**config.mk**
```make
export PLATFORM = sky130hd
export DESIGN_NAME = midi_clock_beat_tracker
export DESIGN_NICKNAME = d
export VERILOG_FILES = /design/src/rtl/mcbt_pkg.sv /design/src/rtl/mcbt_front.sv /design/src/rtl/mcbt_queue.sv /design/src/rtl/mcbt_div.sv /design/src/rtl/mcbt_back.sv /design/src/rtl/midi_clock_beat_tracker.sv
export VERILOG_INCLUDE_DIRS = /design/src /design/src/rtl
export SDC_FILE = /design/constraint.sdc
export NUM_CORES = 1
export LEC_CHECK = 0
export BUFFER_PORTS_ARGS = -buffer_cell sky130_fd_sc_hd__clkbuf_2
export CORE_MARGIN = 2
export CORE_UTILIZATION = 50
export DETAILED_ROUTE_END_ITERATION = 10
export PLACE_DENSITY = 0.67
export SLEW_MARGIN = 20
export SYNTH_ARGS = -nofsm -noshare
export SYNTH_HDL_FRONTEND = slang
export SYNTH_SLANG_ARGS = --single-unit
```
**constraint.sdc**
```tcl
create_clock -name i_clk -period 6.3 [get_ports i_clk]
set_clock_uncertainty 0.05 [all_clocks]
set_input_delay 0.63 -clock i_clk [delete_from_list [all_inputs] [get_ports i_clk]]
set_output_delay 0.63 -clock i_clk [all_outputs]
set_load 0.005 [all_outputs]
```
**src/rtl/midi_clock_beat_tracker_defines.svh**
```systemverilog
// ----------------------------------------------------------------------------
// MIDI clock beat tracker assertion macros
// Shared assertion macros for the beat tracker RTL.
// ----------------------------------------------------------------------------
`ifndef MIDI_CLOCK_BEAT_TRACKER_DEFINES_SVH
`define MIDI_CLOCK_BEAT_TRACKER_DEFINES_SVH

`ifndef ASSERT_OFF
`define MCBT_ASSERT(lbl, clk, rst_n, expr) \
    lbl: assert property (@(posedge clk) disable iff (!rst_n) (expr)) \
        else $error("beat tracker assertion failed");
`define MCBT_ASSERT_IMP(lbl, clk, rst_n, ante, cons) \
    lbl: assert property (@(posedge clk) disable iff (!rst_n) (ante) |-> (cons)) \
        else $error("beat tracker assertion failed");
`else
`define MCBT_ASSERT(lbl, clk, rst_n, expr)
`define MCBT_ASSERT_IMP(lbl, clk, rst_n, ante, cons)
`endif

`endif

```
**src/rtl/mcbt_pkg.sv**
```systemverilog
`timescale 1ns / 1ps
// ----------------------------------------------------------------------------
// MIDI clock beat tracker package
// Types, command codes and constants shared by the beat tracker modules.
// ----------------------------------------------------------------------------
package mcbt_pkg;

    localparam logic [1:0] KIND_TICK = 2'd0;
    localparam logic [1:0] KIND_MIDI = 2'd1;
    localparam logic [1:0] KIND_TAP  = 2'd2;

    localparam logic [7:0]  MIDI_CLOCK    = 8'd248;
    localparam logic [7:0]  MIDI_START    = 8'd250;
    localparam logic [15:0] MS_PER_MIN    = 16'd60000;
    localparam logic [31:0] TAP_HOLD_MS   = 32'd10;
    localparam logic [13:0] TICK_MAX      = 14'd16383;
    localparam logic [2:0]  TAP_COUNT_MAX = 3'd7;
    localparam logic [2:0]  TAP_COUNT_END = 3'd4;
    localparam logic [2:0]  BEAT_LAST     = 3'd7;
    localparam logic [8:0]  TEMPO_RESET   = 9'd60;

    localparam int CLOCKS_PER_BEAT_DEF = 24;
    localparam int QUEUE_DEPTH         = 4;

    typedef enum logic [2:0] {
        CMD_TICK,
        CMD_CLOCK,
        CMD_START,
        CMD_TAP,
        CMD_NONE
    } t_cmd;

    typedef struct packed {
        t_cmd        cmd;
        logic [31:0] now_ms;
    } t_item;

    typedef enum logic [1:0] {
        S_IDLE,
        S_LIMIT,
        S_BPM
    } t_state;

    typedef struct packed {
        logic        start;
        logic [31:0] divisor;
    } t_div_req;

    typedef struct packed {
        logic        done;
        logic [15:0] quot;
    } t_div_rsp;

endpackage

```
**src/rtl/mcbt_front.sv**
```systemverilog
`timescale 1ns / 1ps
// ----------------------------------------------------------------------------
// Beat tracker front end
// Accepts input beats, classifies them into commands and feeds the queue.
// ----------------------------------------------------------------------------
module mcbt_front (
    input  logic               i_clk,
    input  logic               i_rst_n,
    input  logic               i_in_valid,
    output logic               o_in_stall,
    input  logic [1:0]         i_kind,
    input  logic [31:0]        i_now_ms,
    input  logic [7:0]         i_midi_byte,
    output logic               o_push,
    output mcbt_pkg::t_item    o_push_item,
    input  logic               i_full
);

    logic            r_valid;
    logic            n_valid;
    mcbt_pkg::t_item r_item;
    mcbt_pkg::t_item n_item;
    mcbt_pkg::t_cmd  w_cmd;
    logic            w_accept;

    assign o_in_stall  = r_valid && i_full;
    assign w_accept    = i_in_valid && !o_in_stall;
    assign o_push      = r_valid && !i_full;
    assign o_push_item = r_item;

    always_comb begin
        case (i_kind)
            mcbt_pkg::KIND_TICK: w_cmd = mcbt_pkg::CMD_TICK;
            mcbt_pkg::KIND_TAP:  w_cmd = mcbt_pkg::CMD_TAP;
            mcbt_pkg::KIND_MIDI: begin
                if (i_midi_byte == mcbt_pkg::MIDI_CLOCK) begin
                    w_cmd = mcbt_pkg::CMD_CLOCK;
                end else if (i_midi_byte == mcbt_pkg::MIDI_START) begin
                    w_cmd = mcbt_pkg::CMD_START;
                end else begin
                    w_cmd = mcbt_pkg::CMD_NONE;
                end
            end
            default: w_cmd = mcbt_pkg::CMD_NONE;
        endcase
    end

    always_comb begin
        n_valid = r_valid;
        n_item  = r_item;
        if (w_accept) begin
            n_valid       = 1'b1;
            n_item.cmd    = w_cmd;
            n_item.now_ms = i_now_ms;
        end else if (o_push) begin
            n_valid = 1'b0;
        end
    end

    always_ff @(posedge i_clk) begin
        if (!i_rst_n) begin
            r_valid <= 1'b0;
        end else begin
            r_valid <= n_valid;
        end
        r_item <= n_item;
    end

endmodule

```
**src/rtl/mcbt_queue.sv**
```systemverilog
`timescale 1ns / 1ps
// ----------------------------------------------------------------------------
// Beat tracker command queue
// Short first-in first-out queue between the front end and the back end.
// ----------------------------------------------------------------------------
module mcbt_queue (
    input  logic            i_clk,
    input  logic            i_rst_n,
    input  logic            i_push,
    input  mcbt_pkg::t_item i_push_item,
    output logic            o_full,
    input  logic            i_pop,
    output logic            o_empty,
    output mcbt_pkg::t_item o_head
);

    localparam int DEPTH = mcbt_pkg::QUEUE_DEPTH;
    localparam int AW    = $clog2(DEPTH);
    localparam int CW    = $clog2(DEPTH + 1);

    mcbt_pkg::t_item r_slot [DEPTH];
    logic [AW-1:0]   r_wr_ptr;
    logic [AW-1:0]   n_wr_ptr;
    logic [AW-1:0]   r_rd_ptr;
    logic [AW-1:0]   n_rd_ptr;
    logic [CW-1:0]   r_count;
    logic [CW-1:0]   n_count;

    assign o_full  = (r_count == CW'(DEPTH));
    assign o_empty = (r_count == '0);
    assign o_head  = r_slot[r_rd_ptr];

    always_comb begin
        n_wr_ptr = r_wr_ptr;
        n_rd_ptr = r_rd_ptr;
        n_count  = r_count;
        if (i_push) begin
            n_wr_ptr = (r_wr_ptr == AW'(DEPTH - 1)) ? '0 : r_wr_ptr + AW'(1);
        end
        if (i_pop) begin
            n_rd_ptr = (r_rd_ptr == AW'(DEPTH - 1)) ? '0 : r_rd_ptr + AW'(1);
        end
        if (i_push && !i_pop) begin
            n_count = r_count + CW'(1);
        end else if (i_pop && !i_push) begin
            n_count = r_count - CW'(1);
        end
    end

    always_ff @(posedge i_clk) begin
        if (!i_rst_n) begin
            r_wr_ptr <= '0;
            r_rd_ptr <= '0;
            r_count  <= '0;
        end else begin
            r_wr_ptr <= n_wr_ptr;
            r_rd_ptr <= n_rd_ptr;
            r_count  <= n_count;
        end
        if (i_push) begin
            r_slot[r_wr_ptr] <= i_push_item;
        end
    end

endmodule

```
**src/rtl/mcbt_div.sv**
```systemverilog
`timescale 1ns / 1ps
// ----------------------------------------------------------------------------
// Beat tracker divider
// Restoring divider for 60000 / divisor, one quotient bit per cycle.
// ----------------------------------------------------------------------------
module mcbt_div (
    input  logic               i_clk,
    input  logic               i_rst_n,
    input  mcbt_pkg::t_div_req i_req,
    output mcbt_pkg::t_div_rsp o_rsp
);

    localparam int QW = 16;
    localparam int SW = $clog2(QW);

    logic          r_busy;
    logic          n_busy;
    logic          r_done;
    logic          n_done;
    logic [SW-1:0] r_step;
    logic [SW-1:0] n_step;
    logic [QW-1:0] r_dvd;
    logic [QW-1:0] n_dvd;
    logic [QW-1:0] r_rem;
    logic [QW-1:0] n_rem;
    logic [31:0]   r_divisor;
    logic [31:0]   n_divisor;
    logic [QW:0]   w_shift;
    logic          w_fit;
    logic [31:0]   w_diff;

    assign w_shift = {r_rem, r_dvd[QW-1]};
    assign w_fit   = ({{(32 - QW - 1){1'b0}}, w_shift} >= r_divisor);
    assign w_diff  = {{(32 - QW - 1){1'b0}}, w_shift} - r_divisor;

    assign o_rsp.done = r_done;
    assign o_rsp.quot = r_dvd;

    always_comb begin
        n_busy    = r_busy;
        n_done    = 1'b0;
        n_step    = r_step;
        n_dvd     = r_dvd;
        n_rem     = r_rem;
        n_divisor = r_divisor;
        if (i_req.start) begin
            n_busy    = 1'b1;
            n_step    = SW'(QW - 1);
            n_dvd     = mcbt_pkg::MS_PER_MIN;
            n_rem     = '0;
            n_divisor = i_req.divisor;
        end else if (r_busy) begin
            n_dvd = {r_dvd[QW-2:0], w_fit};
            n_rem = w_fit ? w_diff[QW-1:0] : w_shift[QW-1:0];
            if (r_step == '0) begin
                n_busy = 1'b0;
                n_done = 1'b1;
            end else begin
                n_step = r_step - SW'(1);
            end
        end
    end

    always_ff @(posedge i_clk) begin
        if (!i_rst_n) begin
            r_busy <= 1'b0;
            r_done <= 1'b0;
        end else begin
            r_busy <= n_busy;
            r_done <= n_done;
        end
        r_step    <= n_step;
        r_dvd     <= n_dvd;
        r_rem     <= n_rem;
        r_divisor <= n_divisor;
    end

endmodule

```
**src/rtl/mcbt_back.sv**
```systemverilog
`timescale 1ns / 1ps
// ----------------------------------------------------------------------------
// Beat tracker back end
// Executes queued commands, keeps the beat state and drives the result.
// ----------------------------------------------------------------------------
`include "midi_clock_beat_tracker_defines.svh"

module mcbt_back #(
    parameter int CLOCKS_PER_BEAT = mcbt_pkg::CLOCKS_PER_BEAT_DEF
) (
    input  logic               i_clk,
    input  logic               i_rst_n,
    input  logic               i_cfg_valid,
    input  logic [8:0]         i_cfg_data,
    input  logic               i_empty,
    input  mcbt_pkg::t_item    i_head,
    output logic               o_pop,
    output mcbt_pkg::t_div_req o_div_req,
    input  mcbt_pkg::t_div_rsp i_div_rsp,
    output logic               o_out_valid,
    input  logic               i_out_stall,
    output logic [2:0]         o_beat_index,
    output logic               o_quarter_level,
    output logic [2:0]         o_midi_beat_index,
    output logic               o_midi_beat_event,
    output logic [31:0]        o_midi_period_ms,
    output logic [15:0]        o_midi_bpm,
    output logic               o_tap_level,
    output logic               o_tap_busy
);

    localparam int CCW = $clog2(CLOCKS_PER_BEAT + 1);

    mcbt_pkg::t_state r_state;
    mcbt_pkg::t_state n_state;

    logic [8:0]     r_tempo;
    logic           r_limit_stale;
    logic [13:0]    r_limit;
    logic [13:0]    r_tick_count;
    logic [13:0]    n_tick_count;
    logic [2:0]     r_local_beat;
    logic [2:0]     n_local_beat;
    logic [CCW-1:0] r_clock_count;
    logic [CCW-1:0] n_clock_count;
    logic [2:0]     r_midi_beat;
    logic [2:0]     n_midi_beat;
    logic [31:0]    r_last_boundary;
    logic [31:0]    n_last_boundary;
    logic [31:0]    r_period;
    logic [31:0]    n_period;
    logic [15:0]    r_bpm;
    logic           r_tap_active;
    logic           n_tap_active;
    logic [2:0]     r_tap_seen;
    logic [2:0]     n_tap_seen;
    logic [31:0]    r_tap_start;
    logic [31:0]    n_tap_start;
    logic [2:0]     r_tap_count;
    logic [2:0]     n_tap_count;
    logic           r_tap_pin;
    logic           n_tap_pin;

    logic           r_out_valid;
    logic [2:0]     r_out_beat;
    logic [2:0]     r_out_midi_beat;
    logic           r_out_event;
    logic [31:0]    r_out_period;
    logic [15:0]    r_out_bpm;
    logic           r_out_tap_pin;
    logic           r_out_tap_busy;

    logic           w_out_free;
    logic           w_boundary;
    logic           w_need_bpm;
    logic           w_midi_clock;
    logic           w_midi_start;
    logic [3:0]     w_midi_sum;
    logic [8:0]     w_tempo_nz;

    assign w_out_free = !r_out_valid || !i_out_stall;
    assign w_tempo_nz = (r_tempo == '0) ? 9'd1 : r_tempo;
    assign w_need_bpm = w_boundary && (n_period != '0);

    always_comb begin
        n_tick_count    = r_tick_count;
        n_local_beat    = r_local_beat;
        n_clock_count   = r_clock_count;
        n_midi_beat     = r_midi_beat;
        n_last_boundary = r_last_boundary;
        n_period        = r_period;
        n_tap_active    = r_tap_active;
        n_tap_seen      = r_tap_seen;
        n_tap_start     = r_tap_start;
        n_tap_count     = r_tap_count;
        n_tap_pin       = r_tap_pin;
        w_boundary      = 1'b0;
        w_midi_sum      = {1'b0, r_midi_beat} + 4'd2;

        if (i_head.cmd == mcbt_pkg::CMD_TICK && r_tick_count < mcbt_pkg::TICK_MAX) begin
            n_tick_count = r_tick_count + 14'd1;
        end
        if (i_head.cmd == mcbt_pkg::CMD_TAP) begin
            n_tap_active = 1'b1;
        end

        w_midi_clock = (i_head.cmd == mcbt_pkg::CMD_CLOCK) && !n_tap_active;
        w_midi_start = (i_head.cmd == mcbt_pkg::CMD_START) && !n_tap_active;

        if (w_midi_clock) begin
            if (r_clock_count >= CCW'(CLOCKS_PER_BEAT)) begin
                w_boundary      = 1'b1;
                n_clock_count   = CCW'(1);
                n_period        = i_head.now_ms - r_last_boundary;
                n_last_boundary = i_head.now_ms;
                n_midi_beat     = (w_midi_sum > 4'(mcbt_pkg::BEAT_LAST)) ? 3'd0
                                                                         : w_midi_sum[2:0];
            end else begin
                n_clock_count = r_clock_count + CCW'(1);
            end
        end else if (w_midi_start) begin
            n_local_beat = 3'd0;
            n_midi_beat  = 3'd0;
        end

        if (n_tick_count >= r_limit) begin
            n_tick_count = '0;
            n_local_beat = n_local_beat + 3'd1;
        end

        if (n_tap_active) begin
            if (n_local_beat != r_tap_seen) begin
                n_tap_seen  = n_local_beat;
                n_tap_start = i_head.now_ms;
                if (!n_local_beat[0]) begin
                    n_tap_pin = 1'b0;
                    if (r_tap_count < mcbt_pkg::TAP_COUNT_MAX) begin
                        n_tap_count = r_tap_count + 3'd1;
                    end
                end
            end else if (i_head.now_ms - r_tap_start > mcbt_pkg::TAP_HOLD_MS) begin
                n_tap_pin = 1'b1;
                if (r_tap_count > mcbt_pkg::TAP_COUNT_END) begin
                    n_tap_count  = '0;
                    n_tap_active = 1'b0;
                end
            end
        end
    end

    always_comb begin
        n_state = r_state;
        case (r_state)
            mcbt_pkg::S_IDLE: begin
                if (r_limit_stale) begin
                    n_state = mcbt_pkg::S_LIMIT;
                end else if (o_pop && w_need_bpm) begin
                    n_state = mcbt_pkg::S_BPM;
                end
            end
            mcbt_pkg::S_LIMIT: begin
                if (i_div_rsp.done) begin
                    n_state = mcbt_pkg::S_IDLE;
                end
            end
            mcbt_pkg::S_BPM: begin
                if (i_div_rsp.done) begin
                    n_state = mcbt_pkg::S_IDLE;
                end
            end
            default: n_state = mcbt_pkg::S_IDLE;
        endcase
    end

    always_comb begin
        o_pop             = 1'b0;
        o_div_req.start   = 1'b0;
        o_div_req.divisor = {23'd0, w_tempo_nz};
        case (r_state)
            mcbt_pkg::S_IDLE: begin
                if (r_limit_stale) begin
                    o_div_req.start = 1'b1;
                end else begin
                    o_pop             = !i_empty && w_out_free;
                    o_div_req.start   = o_pop && w_need_bpm;
                    o_div_req.divisor = n_period;
                end
            end
            default: begin
                o_pop = 1'b0;
            end
        endcase
    end

    always_ff @(posedge i_clk) begin
        if (!i_rst_n) begin
            r_state         <= mcbt_pkg::S_IDLE;
            r_tempo         <= mcbt_pkg::TEMPO_RESET;
            r_limit_stale   <= 1'b1;
            r_tick_count    <= '0;
            r_local_beat    <= '0;
            r_clock_count   <= '0;
            r_midi_beat     <= '0;
            r_last_boundary <= '0;
            r_period        <= '0;
            r_bpm           <= '0;
            r_tap_active    <= 1'b0;
            r_tap_seen      <= '0;
            r_tap_start     <= '0;
            r_tap_count     <= '0;
            r_tap_pin       <= 1'b1;
            r_out_valid     <= 1'b0;
        end else begin
            r_state <= n_state;
            if (i_cfg_valid) begin
                r_tempo       <= i_cfg_data;
                r_limit_stale <= 1'b1;
            end else if (r_state == mcbt_pkg::S_LIMIT && i_div_rsp.done) begin
                r_limit_stale <= 1'b0;
            end
            if (o_pop) begin
                r_tick_count    <= n_tick_count;
                r_local_beat    <= n_local_beat;
                r_clock_count   <= n_clock_count;
                r_midi_beat     <= n_midi_beat;
                r_last_boundary <= n_last_boundary;
                r_period        <= n_period;
                r_tap_active    <= n_tap_active;
                r_tap_seen      <= n_tap_seen;
                r_tap_start     <= n_tap_start;
                r_tap_count     <= n_tap_count;
                r_tap_pin       <= n_tap_pin;
                if (w_boundary && !w_need_bpm) begin
                    r_bpm <= '0;
                end
                r_out_valid <= !w_need_bpm;
            end else if (r_state == mcbt_pkg::S_BPM && i_div_rsp.done) begin
                r_bpm       <= i_div_rsp.quot;
                r_out_valid <= 1'b1;
            end else if (r_out_valid && !i_out_stall) begin
                r_out_valid <= 1'b0;
            end
        end

        if (r_state == mcbt_pkg::S_LIMIT && i_div_rsp.done) begin
            r_limit <= i_div_rsp.quot[15:2];
        end

        if (o_pop) begin
            r_out_beat      <= n_local_beat;
            r_out_midi_beat <= n_midi_beat;
            r_out_event     <= w_boundary;
            r_out_period    <= n_period;
            r_out_bpm       <= w_boundary ? 16'd0 : r_bpm;
            r_out_tap_pin   <= n_tap_pin;
            r_out_tap_busy  <= n_tap_active;
        end else if (r_state == mcbt_pkg::S_BPM && i_div_rsp.done) begin
            r_out_bpm <= i_div_rsp.quot;
        end
    end

    assign o_out_valid       = r_out_valid;
    assign o_beat_index      = r_out_beat;
    assign o_quarter_level   = ~r_out_beat[0];
    assign o_midi_beat_index = r_out_midi_beat;
    assign o_midi_beat_event = r_out_event;
    assign o_midi_period_ms  = r_out_period;
    assign o_midi_bpm        = r_out_bpm;
    assign o_tap_level       = r_out_tap_pin;
    assign o_tap_busy        = r_out_tap_busy;

    `MCBT_ASSERT(a_clock_count_range, i_clk, i_rst_n, r_clock_count <= CCW'(CLOCKS_PER_BEAT))
    `MCBT_ASSERT_IMP(a_idle_tap_count, i_clk, i_rst_n, !r_tap_active, r_tap_count == 3'd0)
    `MCBT_ASSERT_IMP(a_no_result_in_bpm, i_clk, i_rst_n, r_state == mcbt_pkg::S_BPM, !r_out_valid)
    `MCBT_ASSERT_IMP(a_beat_hold, i_clk, i_rst_n, !$past(o_pop), $stable(r_local_beat))

endmodule

```
**src/rtl/midi_clock_beat_tracker.sv**
```systemverilog
`timescale 1ns / 1ps
// ----------------------------------------------------------------------------
// MIDI clock beat tracker
// Tracks a local eighth-note position, a MIDI clock position and tempo, and
// drives a tap pulse burst.
// ----------------------------------------------------------------------------
// Each input beat yields exactly one result beat. A front stage classifies
// beats into a four-entry queue; the back end executes one queued command per
// cycle while its result register is empty or being taken, so a stalled result
// holds the back end while the front stage and the queue keep accepting beats
// until the queue is full. A MIDI clock that closes a beat with a nonzero
// period occupies the back end until the tempo is ready, because the tempo is
// computed by a shared divider that produces one quotient bit per cycle. After
// reset and after each tempo write the same divider derives the tick limit
// before the next command is executed. The configuration port is always ready.
module midi_clock_beat_tracker #(
    parameter int CLOCKS_PER_BEAT = mcbt_pkg::CLOCKS_PER_BEAT_DEF
) (
    input  logic        i_clk,
    input  logic        i_rst_n,
    input  logic        i_in_valid,
    output logic        o_in_stall,
    input  logic [1:0]  i_kind,
    input  logic [31:0] i_now_ms,
    input  logic [7:0]  i_midi_byte,
    output logic        o_out_valid,
    input  logic        i_out_stall,
    output logic [2:0]  o_beat_index,
    output logic        o_quarter_level,
    output logic [2:0]  o_midi_beat_index,
    output logic        o_midi_beat_event,
    output logic [31:0] o_midi_period_ms,
    output logic [15:0] o_midi_bpm,
    output logic        o_tap_level,
    output logic        o_tap_busy,
    input  logic        i_cfg_valid,
    output logic        o_cfg_ready,
    input  logic [8:0]  i_cfg_data
);

    logic               w_push;
    mcbt_pkg::t_item    w_push_item;
    logic               w_full;
    logic               w_pop;
    logic               w_empty;
    mcbt_pkg::t_item    w_head;
    mcbt_pkg::t_div_req w_div_req;
    mcbt_pkg::t_div_rsp w_div_rsp;

    assign o_cfg_ready = 1'b1;

    mcbt_front u_front (
        .i_clk       (i_clk),
        .i_rst_n     (i_rst_n),
        .i_in_valid  (i_in_valid),
        .o_in_stall  (o_in_stall),
        .i_kind      (i_kind),
        .i_now_ms    (i_now_ms),
        .i_midi_byte (i_midi_byte),
        .o_push      (w_push),
        .o_push_item (w_push_item),
        .i_full      (w_full)
    );

    mcbt_queue u_queue (
        .i_clk       (i_clk),
        .i_rst_n     (i_rst_n),
        .i_push      (w_push),
        .i_push_item (w_push_item),
        .o_full      (w_full),
        .i_pop       (w_pop),
        .o_empty     (w_empty),
        .o_head      (w_head)
    );

    mcbt_div u_div (
        .i_clk   (i_clk),
        .i_rst_n (i_rst_n),
        .i_req   (w_div_req),
        .o_rsp   (w_div_rsp)
    );

    mcbt_back #(
        .CLOCKS_PER_BEAT (CLOCKS_PER_BEAT)
    ) u_back (
        .i_clk             (i_clk),
        .i_rst_n           (i_rst_n),
        .i_cfg_valid       (i_cfg_valid && o_cfg_ready),
        .i_cfg_data        (i_cfg_data),
        .i_empty           (w_empty),
        .i_head            (w_head),
        .o_pop             (w_pop),
        .o_div_req         (w_div_req),
        .i_div_rsp         (w_div_rsp),
        .o_out_valid       (o_out_valid),
        .i_out_stall       (i_out_stall),
        .o_beat_index      (o_beat_index),
        .o_quarter_level   (o_quarter_level),
        .o_midi_beat_index (o_midi_beat_index),
        .o_midi_beat_event (o_midi_beat_event),
        .o_midi_period_ms  (o_midi_period_ms),
        .o_midi_bpm        (o_midi_bpm),
        .o_tap_level       (o_tap_level),
        .o_tap_busy        (o_tap_busy)
    );

endmodule
```
==> run metrics <==
via count 17803; Root Driver clkbuf_16; synth top area cells edfxtp_1 34%, dfxtp_1 17%, nand2_1 5.9%; # resized after CTS 0; Synth Flop Type edfxtp_1; DP HPWL 38.8 mm; hold_buf cts 0; # clock sinks 484; part of the power in combinational logic 13.8%; post-DR vias/cell 5.71; leading area contributor after synthesis edfxtp_1; commonest non-fill, non-tap cell in the layout nand2_1; most frequent cells in the layout 382 x nand2_1, 278 x edfxtp_1, 204 x dfxtp_1; Finished Layout Cells 3120; layout net count around 2600; Mapped Cells 2374; CP Capture Type flop; Critical Path AT between 6 and 7 ns; maximum clock rate 175 MHz; worst setup margin between 0.5 and 0.6 ns; number of synthesized flops with an enable pin 278; Final Cell Area 27100 µm²; internal power 5.80 mW; RSZ-0062 raised after global routing false; Post-CTS Setup Bufs 0; Setup crit start kind flop; # placed instances 3022; Switch Pwr 2.02 mW; Slew @ Worst Pin 1.08 ns; Yosys top cell area share 34.5%; power share of the clock group 39.1%; Crit path required time 6.75 ns; P&R area growth vs syn 12.0%; # DRC 0; CP max FO 32; Final ANT Viol Nets 0; Fin Hold WS about 0.15 ns; final max-slew violation count 0; maximum vdd drop roughly 0.17 mV; number of global-route vias before repair 17402; share of cells above drive strength 1 12.7%; sequential power share around 47%; Setup CP Type flop to flop; core region area 47700 µm²; detailed-route wire length per cell 17.8 µm; pre-CTS WS 0.570 ns; Pre-antenna DRT Iters 5; Die Y between 200 and 250 µm; Reg clk slew, reported paths 0.06 ns; Routed Wire Length 55.6 mm; CTS Buffer Depth 3; Inserted Diodes 0; GP Congestion 0.890; Post-Syn Area 24200 µm²; Port Buffers 115; Sw Share 25.9%; post-synthesis sequential area ratio 51.5%; Async S/R FF share, synth 0%; grt ovf 0; Die Width 224 µm; Final Critical Period 5.71 ns; Final Setup Violations 0; cell row count 80; critical path's largest stage delay roughly 0.57 ns; syn nets 2543; worst-skew pair later-pin latency approximately 0.6 ns; Initial Utilization 50.7%; pin count of the biggest net entering global routing 74; PD cells 288 nW/µm²; Synth Register Bits 484; cell mode on critical path and2_1; Hold WC Path Type input pin to flop; slowest cell on the critical path mux4_2; status finished, final reports clean; Placed Area 25400 µm²; period utilization 90.6%; yosys warns 0; die area 50200 µm²; GRT Total Usage 22.3%; drt first-iter violations 1359; Netlist cell types 91; CTS H-tree depth 2; Leakage Power 10.0 nW; worst relative slew slack 27.0%; Final Util 56.8%; CP cell instances mux4_2, or2_2, a311oi_2, and2_1, and3_1, and2_1, nand4_1, xnor2_1, ha_1, and3_1, nand3_1, nor3_1, and4b_1, a211oi_1, xor3_1, nand3_1, and2_1, buf_4, nand2_1, a21oi_1; syn_area_per_cell 10.2 µm²; antenna violations before repair 0; max-cap viol count 0; total power 7.82 mW; I/O pins 117; setup TNS 0 ns; first-pass GRT wire length 90.5 mm; final hold vios 0; TritonCTS clock tree built; CTS Buf Count between 50 and 60
## registers in the layout, indices dropped and copies added, names as in the netlist, 5 cells and up, named ones only
register,cells
u_back.r_last_boundary,32
u_back.r_clock_count,5
u_div.r_divisor,32
u_back.r_tick_count,14
u_back.r_tempo,9
u_back.r_bpm,16
u_front.o_push_item,35
u_back.r_period,32
u_back.r_tap_start,32
u_queue.r_slot,140
u_back.o_midi_bpm,16
u_back.o_midi_period_ms,32
u_div.r_dvd,16
u_back.r_limit,14
u_div.r_rem,16
## power by group through the flow
stage | Sequential (mW) | Combinational (mW) | Clock (mW)
after floorplan | 3.68 | 0.844 | 0
after global placement | 3.74 | 1.05 | 0
after detailed placement | 3.74 | 1.07 | 0
after CTS | 3.68 | 1.08 | 3.12
after global routing | 3.70 | 1.22 | 3.25
final | 3.68 | 1.08 | 3.06
## cell type report
cell class | count | area, µm²
Clock buffer | 72 | 1450
Clock inverter | 25 | 279
Inverter | 154 | 582
Tap cell | 615 | 769
Sequential cell | 484 | 12500
Fill cell | 4137 | 20600
Multi-Input combinational cell | 1627 | 10700
Timing Repair Buffer | 143 | 831
## logic make-up after synthesis
family | share of synthesized area (%)
AOI/OAI and AO/OA | 14.6
xor gates and xnor gates | 2.47
adders and majority gates | 5.96
buffers and inverters | 4.29
DFF | 51.5
muxes | 5.39
other | 0.0155
and+or+nand+nor | 15.8
## path summary, 6_finish.rpt
| check | end | slack (ns) | cells after the start | from |
|---|---|---|---|---|
| worst min-delay path | u_front.o_push_item[17] | 0.15 | 1 | i_now_ms[17] |
| worst max register to register | u_back.r_tap_start[24] | 0.59 | 20 | flop |
| worst max-delay path | u_back.r_tap_start[24] | 0.59 | 20 | flop |
| worst min register to register | u_back.r_tap_start[12] | 0.40 | 2 | u_back.r_tap_start[12] |
## routing by layer
layer / track usage, % / share of wire, % / wire (µm)
met2: 37.7 / 47 / 26300
met1: 30.0 / 46 / 25800
met4: 6.43 / 2.1 / 1170
met3: 2.87 / 4.1 / 2270
met5: 0 / 0 / 0
## cells in the mapped netlist (6+ instances only)
| master | n |
|---|---|
| a21o_1 | 25 |
| or3_1 | 7 |
| o21ai_2 | 10 |
| o31ai_1 | 13 |
| a22oi_1 | 6 |
| o31a_1 | 9 |
| o21a_1 | 20 |
| and3_1 | 17 |
| nand2_1 | 383 |
| and2_1 | 26 |
| nor4_2 | 6 |
| a31oi_1 | 19 |
| o21ai_0 | 83 |
| nor4_1 | 19 |
| a211o_1 | 7 |
| xnor2_1 | 34 |
| clkbuf_1 | 76 |
| or2_2 | 8 |
| o2111ai_1 | 6 |
| nand2b_1 | 24 |
| buf_1 | 15 |
| edfxtp_1 | 278 |
| dfxtp_1 | 206 |
| mux2i_1 | 46 |
| a21boi_0 | 9 |
| buf_2 | 12 |
| nand4_1 | 25 |
| xor2_1 | 29 |
| inv_1 | 151 |
| nand3_1 | 61 |
| nor3_1 | 34 |
| ha_1 | 109 |
| nor2_1 | 166 |
| nand3b_1 | 6 |
| nor2b_1 | 16 |
| a211oi_1 | 47 |
| nor3_2 | 10 |
| o21bai_1 | 7 |
| a21oi_1 | 189 |
| mux4_2 | 35 |
| o211ai_1 | 16 |
| o211a_1 | 6 |
## worst max-delay path: cells and delay by family, from the launching register on
kind	cells	cell delay, ns
flops	1	0.39
simple gates	12	2.33
mux	1	0.57
compound gates	3	1.10
xor+xnor	2	0.50
fa+ha+maj	1	0.30
buf+inv	1	0.36
Power figures use the tool's default switching activity.
